File: src/rtl/core/sfb_pkg.sv
package sfb_pkg;

  localparam int PHONE_FIELD_BYTES_DEF = 20;
  localparam int MAX_PAYLOAD_DEF       = 160;

  localparam logic [7:0] START_DELIM  = 8'h7E;
  localparam logic [7:0] FRAME_TYPE   = 8'h1F;
  localparam logic [7:0] HEADER_EXTRA = 8'd23;

  localparam logic [7:0] FRAME_IDENT_RST = 8'd1;
  localparam logic [7:0] OPTION_BITS_RST = 8'd0;

  localparam int CFG_IDX_W  = 2;
  localparam int CFG_DATA_W = 8;

  localparam logic [CFG_IDX_W-1:0] REG_FRAME_IDENT = 2'd0;
  localparam logic [CFG_IDX_W-1:0] REG_OPTION_BITS = 2'd1;

  typedef enum logic [1:0] {
    OP_START   = 2'd0,
    OP_PHONE   = 2'd1,
    OP_PAYLOAD = 2'd2,
    OP_END     = 2'd3
  } op_t;

  typedef enum logic [2:0] {
    ERR_OK          = 3'd0,
    ERR_PHONE_LONG  = 3'd1,
    ERR_PAYLOAD_OVF = 3'd2,
    ERR_NO_FRAME    = 3'd3,
    ERR_LEN_MISMATCH = 3'd4
  } err_t;

  typedef enum logic [2:0] {
    HS_DELIM   = 3'd0,
    HS_LEN_HI  = 3'd1,
    HS_LEN_LO  = 3'd2,
    HS_TYPE    = 3'd3,
    HS_IDENT   = 3'd4,
    HS_OPTIONS = 3'd5
  } hdr_step_t;

  typedef struct packed {
    op_t        op;
    logic [7:0] data_byte;
    logic [7:0] payload_len;
  } in_item_t;

  typedef struct packed {
    logic [7:0] out_byte;
    logic       byte_valid;
    logic       run_last;
    logic       frame_done;
    err_t       err_code;
  } out_item_t;

endpackage

File: src/rtl/core/sms_api_frame_builder_core.sv
// An accepted item waits in a work register; each result byte is registered in the output
// register. Phone and payload items without padding flow at one item per cycle, back to back,
// while out_ready holds no byte back. A start item emits six header bytes; phone padding adds
// one zero byte per missing phone byte, up to PHONE_FIELD_BYTES, before the first payload byte
// or the checksum. Reset: synchronous, active low; clears the frame state and the output valid
// flag and loads frame_ident = 1, option_bits = 0.
module sms_api_frame_builder_core
  import sfb_pkg::*;
#(
  parameter int PHONE_FIELD_BYTES = PHONE_FIELD_BYTES_DEF,
  parameter int MAX_PAYLOAD       = MAX_PAYLOAD_DEF
) (
  input  logic                  clk,
  input  logic                  rst_n,
  input  logic                  in_valid,
  output logic                  in_ready,
  input  in_item_t              in_item,
  output logic                  out_valid,
  input  logic                  out_ready,
  output out_item_t             out_item,
  input  logic                  cfg_wr_en,
  input  logic [CFG_IDX_W-1:0]  cfg_index,
  input  logic [CFG_DATA_W-1:0] cfg_data
);

  localparam int PH_W = $clog2(PHONE_FIELD_BYTES + 1);
  localparam logic [PH_W-1:0] PHONE_LIM = PH_W'(PHONE_FIELD_BYTES);
  localparam logic [7:0]      PAY_LIM   = 8'(MAX_PAYLOAD);

  logic [7:0]      frame_ident_r, option_bits_r;
  logic [7:0]      running_sum_r, running_sum_nxt;
  logic [PH_W-1:0] phone_count_r, phone_count_nxt;
  logic [7:0]      payload_count_r, payload_count_nxt;
  logic [7:0]      declared_count_r, declared_count_nxt;
  logic            frame_open_r, frame_open_nxt;
  hdr_step_t       hdr_step_r, hdr_step_nxt;

  logic            work_valid_r;
  in_item_t        work_r;
  logic            out_valid_r;
  out_item_t       out_item_r;

  out_item_t       res;
  err_t            err;
  logic            item_last;
  logic            can_load;
  logic            fire;
  logic            in_fire;

  assign can_load  = !out_valid_r || out_ready;
  assign fire      = work_valid_r && can_load;
  assign in_ready  = !work_valid_r || (fire && item_last);
  assign in_fire   = in_valid && in_ready;
  assign out_valid = out_valid_r;
  assign out_item  = out_item_r;

  always_comb begin
    res                = '0;
    err                = ERR_OK;
    item_last          = 1'b0;
    running_sum_nxt    = running_sum_r;
    phone_count_nxt    = phone_count_r;
    payload_count_nxt  = payload_count_r;
    declared_count_nxt = declared_count_r;
    frame_open_nxt     = frame_open_r;
    hdr_step_nxt       = hdr_step_r;

    case (work_r.op)
      OP_START: begin
        if (work_r.payload_len > PAY_LIM) err = ERR_PAYLOAD_OVF;
      end
      OP_PHONE: begin
        if (!frame_open_r) err = ERR_NO_FRAME;
        else if (phone_count_r >= PHONE_LIM || payload_count_r != 8'd0) err = ERR_PHONE_LONG;
      end
      OP_PAYLOAD: begin
        if (!frame_open_r) err = ERR_NO_FRAME;
        else if (payload_count_r >= declared_count_r || payload_count_r >= PAY_LIM) begin
          err = ERR_PAYLOAD_OVF;
        end
      end
      OP_END: begin
        if (!frame_open_r) err = ERR_NO_FRAME;
        else if (payload_count_r != declared_count_r) err = ERR_LEN_MISMATCH;
      end
      default: err = ERR_OK;
    endcase

    if (err != ERR_OK) begin
      res.err_code = err;
      res.run_last = 1'b1;
      item_last    = 1'b1;
    end else begin
      res.byte_valid = 1'b1;
      case (work_r.op)
        OP_START: begin
          case (hdr_step_r)
            HS_DELIM: begin
              res.out_byte = START_DELIM;
              hdr_step_nxt = HS_LEN_HI;
            end
            HS_LEN_HI: begin
              res.out_byte = 8'd0;
              hdr_step_nxt = HS_LEN_LO;
            end
            HS_LEN_LO: begin
              res.out_byte = HEADER_EXTRA + work_r.payload_len;
              hdr_step_nxt = HS_TYPE;
            end
            HS_TYPE: begin
              res.out_byte = FRAME_TYPE;
              hdr_step_nxt = HS_IDENT;
            end
            HS_IDENT: begin
              res.out_byte = frame_ident_r;
              hdr_step_nxt = HS_OPTIONS;
            end
            HS_OPTIONS: begin
              res.out_byte       = option_bits_r;
              res.run_last       = 1'b1;
              item_last          = 1'b1;
              hdr_step_nxt       = HS_DELIM;
              frame_open_nxt     = 1'b1;
              phone_count_nxt    = '0;
              payload_count_nxt  = 8'd0;
              declared_count_nxt = work_r.payload_len;
              running_sum_nxt    = FRAME_TYPE + frame_ident_r + option_bits_r;
            end
            default: hdr_step_nxt = HS_DELIM;
          endcase
        end
        OP_PHONE: begin
          res.out_byte    = work_r.data_byte;
          res.run_last    = 1'b1;
          item_last       = 1'b1;
          phone_count_nxt = phone_count_r + 1'b1;
          running_sum_nxt = running_sum_r + work_r.data_byte;
        end
        OP_PAYLOAD: begin
          if (phone_count_r < PHONE_LIM) begin
            phone_count_nxt = phone_count_r + 1'b1;
          end else begin
            res.out_byte      = work_r.data_byte;
            res.run_last      = 1'b1;
            item_last         = 1'b1;
            payload_count_nxt = payload_count_r + 8'd1;
            running_sum_nxt   = running_sum_r + work_r.data_byte;
          end
        end
        OP_END: begin
          if (phone_count_r < PHONE_LIM) begin
            phone_count_nxt = phone_count_r + 1'b1;
          end else begin
            res.out_byte   = ~running_sum_r;
            res.run_last   = 1'b1;
            res.frame_done = 1'b1;
            item_last      = 1'b1;
            frame_open_nxt = 1'b0;
          end
        end
        default: item_last = 1'b1;
      endcase
    end
  end

  always_ff @(posedge clk) begin
    if (!rst_n) begin
      frame_ident_r    <= FRAME_IDENT_RST;
      option_bits_r    <= OPTION_BITS_RST;
      running_sum_r    <= 8'd0;
      phone_count_r    <= '0;
      payload_count_r  <= 8'd0;
      declared_count_r <= 8'd0;
      frame_open_r     <= 1'b0;
      hdr_step_r       <= HS_DELIM;
      work_valid_r     <= 1'b0;
      out_valid_r      <= 1'b0;
    end else begin
      if (cfg_wr_en) begin
        case (cfg_index)
          REG_FRAME_IDENT: frame_ident_r <= cfg_data;
          REG_OPTION_BITS: option_bits_r <= cfg_data;
          default: ;
        endcase
      end
      if (fire) begin
        running_sum_r    <= running_sum_nxt;
        phone_count_r    <= phone_count_nxt;
        payload_count_r  <= payload_count_nxt;
        declared_count_r <= declared_count_nxt;
        frame_open_r     <= frame_open_nxt;
        hdr_step_r       <= hdr_step_nxt;
        out_valid_r      <= 1'b1;
      end else if (out_ready) begin
        out_valid_r <= 1'b0;
      end
      if (in_fire) begin
        work_valid_r <= 1'b1;
      end else if (fire && item_last) begin
        work_valid_r <= 1'b0;
      end
    end
  end

  always_ff @(posedge clk) begin
    if (in_fire) work_r <= in_item;
    if (fire) out_item_r <= res;
  end

endmodule

File: config.mk
export PLATFORM = sky130hd
export DESIGN_NAME = sms_api_frame_builder_core
export DESIGN_NICKNAME = d
export VERILOG_FILES = /design/src/rtl/core/sfb_pkg.sv /design/src/rtl/core/sms_api_frame_builder_core.sv
export SDC_FILE = /design/constraint.sdc
export NUM_CORES = 1
export LEC_CHECK = 0
export BUFFER_PORTS_ARGS = -buffer_cell sky130_fd_sc_hd__buf_2
export CAP_MARGIN = 10
export CORE_MARGIN = 2
export CORE_UTILIZATION = 50
export CTS_BUF_LIST = sky130_fd_sc_hd__clkbuf_8
export CTS_CLUSTER_SIZE = 20
export DETAILED_ROUTE_END_ITERATION = 8
export PLACE_DENSITY = 0.68
export RECOVER_POWER = 100
export SYNTH_ARGS = -nofsm -noshare
export SYNTH_HDL_FRONTEND = slang
export SYNTH_SLANG_ARGS = --single-unit
File: constraint.sdc
create_clock -name clk -period 4.2 [get_ports clk]
set_clock_uncertainty 0.05 [all_clocks]
set_input_delay 0.84 -clock clk [delete_from_list [all_inputs] [get_ports clk]]
set_output_delay 0.84 -clock clk [all_outputs]
set_load 0.05 [all_outputs]
==> results_dict.tcl, run 1 <==
set metrics [dict create \
    dp_slack_ps 653 \
    first_pass_iters 5 \
    final_layout_size_suffix_gt1_share_pct 9.88 \
    cts-root-buf "sky130_fd_sc_hd__clkbuf_8" \
    synth_async_sr_flop_share_pct 0 \
    dominant_combinational_cell_family_by_area_after_synthesis "simple AND/OR/NAND/NOR gates" \
    power.share.sequential_pct 49.6 \
    drv_slew 52 \
    cts_post_setup_buffers_inserted 0 \
    simple_gate_portion_of_the_synthesized_area_pct 19.8 \
    grt_pass1_vias 4003 \
    grt_max_degree 52 \
    placement.cell_area_um2 5370 \
    power.combinational.fraction_pct 14.6 \
    static-leakage-power_uw 0.00223 \
    yosys_register_bits 83 \
    core_um2 9730 \
    setup-tns-final_ps 0 \
    ys.flop_type "sky130_fd_sc_hd__dfxtp_1" \
    avgRoutedWirePerCell_um 16.5 \
    initialDrtViolationCount 244 \
    finalCriticalPeriod_ps 3890 \
    layout.nets 664 \
    drcViolationCount 0 \
    setup_slack_after_layout_ps 312 \
    layout.cells.most_common "sky130_fd_sc_hd__inv_1" \
    final-hold-violation-count 0 \
    total_routed_length_um 12000 \
    finalNonFillerCells 730 \
    post_synth_xor_area_fraction_pct 2.10 \
    avgSynthCellArea_um2 9.11 \
    route.antenna.remaining_nets 0 \
    yosys-mux-area-fraction_pct 4.43 \
    status "finished, violations left" \
    synthAdderAreaFrac_pct 10.1 \
    grt_pass1_wl_um 19400 \
    fp.dieW_um 104 \
    synth-compound-area-share_pct 18.4 \
    clockPowerShare_pct 35.8 \
    maxSlewHeadroom_pct -37.9 \
    hpwl_um 8820 \
    timing.fmax_mhz 257 \
    worst-endpoint-required_ps 3310 \
    area_delta_synth_final_pct 10.9 \
    setup_violations_final 0 \
    globalRouteTotalUtil_pct 22.6 \
    path_max_fanout 8 \
    num_vias 4175 \
    fill_cells 907 \
    finalWeightedCongestion 0.903 \
    tritoncts_clock_tree "built" \
    dp_cells 714 \
    detail_route.vias_per_cell 5.72 \
    netlist_cell_types 59 \
    ir_drop_mv 0.181 \
    grt-ovfl-total 0 \
    syn-instance-count 549 \
    switching_share_of_total_power_pct 26.8 \
    synth_seq_area_share_pct 39.6 \
    antenna_cells 0 \
    synth.net_count 621 \
    grt_setup_unrepaired "false" \
    clock_sinks 83 \
    final_min_period_over_clock_period_pct 92.6 \
    numPortBuffers 48 \
    cp.arrival_ps 3000 \
    synth_area_um2 5000 \
    violations "capacitance limit, slew limit" \
    cts_made_buffers 9 \
    path_clk_slew_ps 90 \
    pin_count 49 \
    timing.setup.critical_path_class "reg -> out" \
    worst_pin_slew_ps 2070 \
    startpoint_type_of_the_worst_setup_path "flip-flop" \
    p_per_area_nw_per_um2 323 \
    worstSkewPairLatency_ps 370 \
    die_height_um 104 \
    fp.dieArea_um2 10800 \
    timing.hold.worst.class "reg -> reg" \
    mostFrequentLayoutCells "sky130_fd_sc_hd__inv_1 (53), sky130_fd_sc_hd__dfxtp_1 (51), sky130_fd_sc_hd__nor2_1 (40), sky130_fd_sc_hd__nor2b_1 (38), sky130_fd_sc_hd__ha_1 (36)" \
    yosys_warnings 0 \
    cap_viol_max_count 1 \
    synth_edf_count 32 \
    post-route-cell-area_um2 5550 \
    start_util_pct 51.4 \
    endpoint_kind "primary output" \
    clk_path_buf_depth 2 \
    fp-row-count 36 \
    cell_internal_pwr_uw 1310 \
    htree_num_levels 3 \
    initial_antenna_violation_count 0 \
    power.switching_uw 481 \
]
## cells in the mapped netlist (all sizes together) (4+ instances only)
| cell | instances | share of area [%] |
|---|---|---|
| dfxtp | 51 | 20 |
| inv | 51 | 3.8 |
| nor2 | 40 | 3.0 |
| nor2b | 38 | 4.8 |
| ha | 37 | 9.3 |
| edfxtp | 32 | 19 |
| a21oi | 31 | 3.2 |
| o21ai | 31 | 3.1 |
| nand2 | 25 | 1.9 |
| mux2i | 21 | 4.2 |
| clkbuf | 17 | 1.3 |
| nor3 | 13 | 1.3 |
| a211oi | 12 | 1.8 |
| nand2b | 11 | 1.4 |
| nand3 | 11 | 1.1 |
| o211ai | 10 | 1.5 |
| xnor2 | 8 | 1.4 |
| o211a | 7 | 1.4 |
| and3 | 6 | 0.75 |
| buf | 6 | 0.57 |
| a31oi | 5 | 0.63 |
| nand4 | 5 | 0.63 |
| o22ai | 5 | 0.75 |
| or3 | 5 | 0.63 |
| or4 | 5 | 0.83 |
| a21o | 4 | 0.60 |
| nand3b | 4 | 0.60 |
| nor3b | 4 | 0.60 |
| nor4 | 4 | 0.50 |
| o2111ai | 4 | 0.70 |
| or2 | 4 | 0.50 |
| xor2 | 4 | 0.70 |
## layout make-up
class | instances | area (um^2) | share of cell area, %
inverters | 51 | 191 | 3.45
clock inverters | 6 | 81.3 | 1.47
multi-input cells | 392 | 2740 | 49.4
repair buffers | 55 | 251 | 4.53
flip-flops and latches | 83 | 1980 | 35.7
clock buffers | 10 | 138 | 2.48
well taps | 133 | 166 | 3.00
## per-stage QoR
step	power, uW	hold WS (ps)	util (%)
2_1_floorplan	1090	421	-
3_3_place_gp	1160	435	55.2
3_5_place_dp	1170	448	55.2
4_1_cts	1800	461	57.5
5_1_grt	1860	506	57.0
6_report	1790	462	57.0
## sequential cells by signal, summed over array words and instances, names as in the netlist
register and count:
work_r 18, out_item 14, payload_count_r 8, frame_ident_r 8
frame_open_r 1, hdr_step_r 3, option_bits_r 8, phone_count_r 5
out_valid 1, work_valid_r 1, declared_count_r 8, running_sum_r 8
## per-layer routing
metal / up-vias / share of wire, % / GRT usage [%]
li1: 2059 / - / -
met5: - / 0 / 0
met3: 25 / 5.4 / 3.76
met2: 139 / 49 / 38.8
met1: 1952 / 43 / 28.3
met4: 0 / 2.2 / 9.27
## final timing paths
kind                                                       from                            end  cells past startpoint  slack (ps)
worst min-delay path              phone_count_r[0]$_SDFFE_PN0P_  phone_count_r[0]$_SDFFE_PN0P_                      2         460
worst max register to register             work_r[16]$_DFFE_PP_     hdr_step_r[2]$_SDFFE_PN0P_                     10         530
worst min register to register    phone_count_r[0]$_SDFFE_PN0P_  phone_count_r[0]$_SDFFE_PN0P_                      2         460
worst max-delay path            payload_count_r[0]$_SDFFE_PN0P_                       in_ready                      9         310
## power by group through the flow
stage	Combinational, uW	Sequential [uW]	Clock (uW)
6_report	262	888	642
4_1_cts	263	886	647
3_5_place_dp	262	905	0
2_1_floorplan	168	918	0
3_3_place_gp	257	904	0
5_1_grt	287	890	683
## critical path, stage by stage, from the launching register on
cell and delay [ps]:
sky130_fd_sc_hd__dfxtp_1 380, sky130_fd_sc_hd__inv_1 90, sky130_fd_sc_hd__ha_1 310, sky130_fd_sc_hd__nand2b_1 140, sky130_fd_sc_hd__a2111oi_0 430, sky130_fd_sc_hd__o21ai_1 270
sky130_fd_sc_hd__or3_1 440, sky130_fd_sc_hd__o21ai_1 230, sky130_fd_sc_hd__nand2_1 80, sky130_fd_sc_hd__clkbuf_2 240
## kinds of logic after synthesis
group | count (synthesis)
AND/OR/NAND/NOR | 183
AO/OA/AOI/OAI | 136
flip-flops | 83
buffers and inverters | 74
adder cells (fa/ha/maj) | 39
multiplexers | 22
XOR/XNOR | 12
## repair_timing
action / in CTS / in global routing
hold buffers: 0 / 0
resized for setup: 0 / 2
setup endpoints to repair: 0 / 1
Note: power is estimated with default switching activity, not from simulation.
==> run 2: changes to the inputs <==
RECOVER_POWER = unset   (was 100)
SLEW_MARGIN = 10   (was unset)
clock period = 4.45 ns   (was 4.2 ns; I/O delays follow)
==> run 2 against run 1 <==
The run now ends clean. Clock power barely moved. Register-to-register slack improved by 740 ps. Sequential cell count did not move. Critical path depth is the same. Worst setup slack improved by 140 ps. Die area stayed put. Hold slack improved by 4.8 ps. Final area up 1.1%. Power decreased by 3.4%. Non-clock buffer count stayed put. Critical endpoint unchanged.
==> results_dict.tcl, run 2 (synthesis results as in run 1) <==
set metrics [dict create \
    drv_slew 0 \
    worstSkewPairLatency_ps 370 \
    timing.fmax_mhz 250 \
    grt_pass1_vias 4027 \
    worst_path_max_delay_cell "sky130_fd_sc_hd__or4_1" \
    clock_sinks 83 \
    final_total_pwr_uw 1730 \
    detail_route.vias_per_cell 5.72 \
    cap_viol_max_count 0 \
    pin_count 49 \
    core_um2 9730 \
    avgRoutedWirePerCell_um 16.4 \
    post-route-util_pct 57.7 \
    static-leakage-power_uw 0.00231 \
    fill_cells 900 \
    cell_internal_pwr_uw 1280 \
    timing.setup.critical_path_class "reg -> out" \
    layout.cells.most_common "sky130_fd_sc_hd__inv_1" \
    tritoncts_clock_tree "built" \
    grt_pass1_wl_um 19700 \
    fp-row-count 36 \
    htree_num_levels 3 \
    finalNonFillerCells 730 \
    setup_violations_final 0 \
    fp.dieW_um 104 \
    worst_pin_slew_ps 870 \
    drcViolationCount 0 \
    cts_repair_resize_count 0 \
    first_pass_iters 4 \
    highest_cell_delay_on_the_worst_timing_path_ps 520 \
    power.switching_uw 449 \
    switching_share_of_total_power_pct 25.9 \
    ir_drop_mv 0.146 \
    path_max_fanout 16 \
    flip_flop_count_of_the_largest_register_after_layout 18 \
    ctsHoldBuffers 0 \
    die_height_um 104 \
    dp_cells 714 \
    clk_path_buf_depth 2 \
    power.combinational.fraction_pct 14.5 \
    mostFrequentLayoutCells "sky130_fd_sc_hd__inv_1 (53), sky130_fd_sc_hd__dfxtp_1 (51), sky130_fd_sc_hd__buf_2 (48), sky130_fd_sc_hd__nor2_1 (40), sky130_fd_sc_hd__nor2b_1 (38)" \
    finalCriticalPeriod_ps 4000 \
    route.antenna.remaining_nets 0 \
    numPortBuffers 48 \
    cts_post_setup_buffers_inserted 0 \
    layout.nets 664 \
    power.share.sequential_pct 48.4 \
    num_vias 4172 \
    cp.arrival_ps 3060 \
    antenna_cells 0 \
    final-hold-violation-count 0 \
    cts-root-buf "sky130_fd_sc_hd__clkbuf_8" \
    cts_made_buffers 9 \
    final_layout_size_suffix_gt1_share_pct 13.7 \
    clockPowerShare_pct 37.2 \
    grt_max_degree 52 \
    largest-register "work_r" \
    grt_setup_unrepaired "false" \
    path_clk_slew_ps 80 \
    setup-tns-final_ps 0 \
    crit_chain "inv_1, ha_1, nand2b_1, or4_1, o21ai_1, or3_1, o21ai_0, nand2_1, buf_2" \
    post-route-cell-area_um2 5610 \
    p_per_area_nw_per_um2 308 \
    finalWeightedCongestion 0.904 \
    initialDrtViolationCount 228 \
    maxSlewHeadroom_pct 41.7 \
    timing.hold.worst.class "reg -> reg" \
    placement.cell_area_um2 5370 \
    startpoint_type_of_the_worst_setup_path "flip-flop" \
    final_min_period_over_clock_period_pct 89.8 \
    grt-ovfl-total 0 \
    start_util_pct 51.4 \
    initial_antenna_violation_count 0 \
    fp.dieArea_um2 10800 \
    area_delta_synth_final_pct 12.1 \
    hpwl_um 8800 \
    status "finished, final reports clean" \
    endpoint_kind "primary output" \
    globalRouteTotalUtil_pct 23.0 \
    total_routed_length_um 12000 \
    worst-endpoint-required_ps 3510 \
]
run 2: critical path: cells and delay by family (launching register included):
family          cells  cell delay (ps)
buf+inv             2              330
simple gates        4             1060
fa+ha+maj           1              370
flops               1              380
compound gates      2              540
run 2: layer usage:
metal	track usage [%]	part of all wire, %	vias up	routed length, um
li1	-	-	2059	-
met1	28.4	43	1962	5180
met2	38.7	48	122	5800
met3	3.88	5.1	29	605
met4	11.9	3.2	0	384
met5	0	0	-	0
run 2: stage by stage:
stage	hold slack, ps	setup WS [ps]
final	467	454
after floorplan	421	812
after CTS	464	446
after global placement	436	905
after global routing	490	180
after detailed placement	453	849
run 2: layout make-up:
type | instances | area (um^2) | area share [%]
clock inverters | 7 | 111 | 1.99
repair buffers | 55 | 293 | 5.22
clock buffers | 9 | 124 | 2.21
well taps | 133 | 166 | 2.97
flip-flops and latches | 83 | 1980 | 35.3
inverters | 51 | 191 | 3.41
multi-input cells | 392 | 2740 | 48.9
run 2: path summary, 6_finish.rpt:
path / startpoint / end / slack [ps] / cells past startpoint
hold reg to reg: phone_count_r[1]$_SDFFE_PN0P_ / phone_count_r[1]$_SDFFE_PN0P_ / 470 / 2
setup reg to reg: work_r[16]$_DFFE_PP_ / work_r[14]$_DFFE_PP_ / 1270 / 9
setup / recovery: work_r[16]$_DFFE_PP_ / in_ready / 450 / 9
hold / removal: phone_count_r[1]$_SDFFE_PN0P_ / phone_count_r[1]$_SDFFE_PN0P_ / 470 / 2
run 2: power groups by stage:
| stage | Sequential (uW) | Combinational (uW) | Clock, uW |
|---|---|---|---|
| 5_1_grt | 840 | 277 | 685 |
| 3_3_place_gp | 853 | 243 | 0 |
| 4_1_cts | 836 | 250 | 657 |
| 6_report | 837 | 250 | 643 |
| 3_5_place_dp | 854 | 248 | 0 |
| 2_1_floorplan | 867 | 159 | 0 |
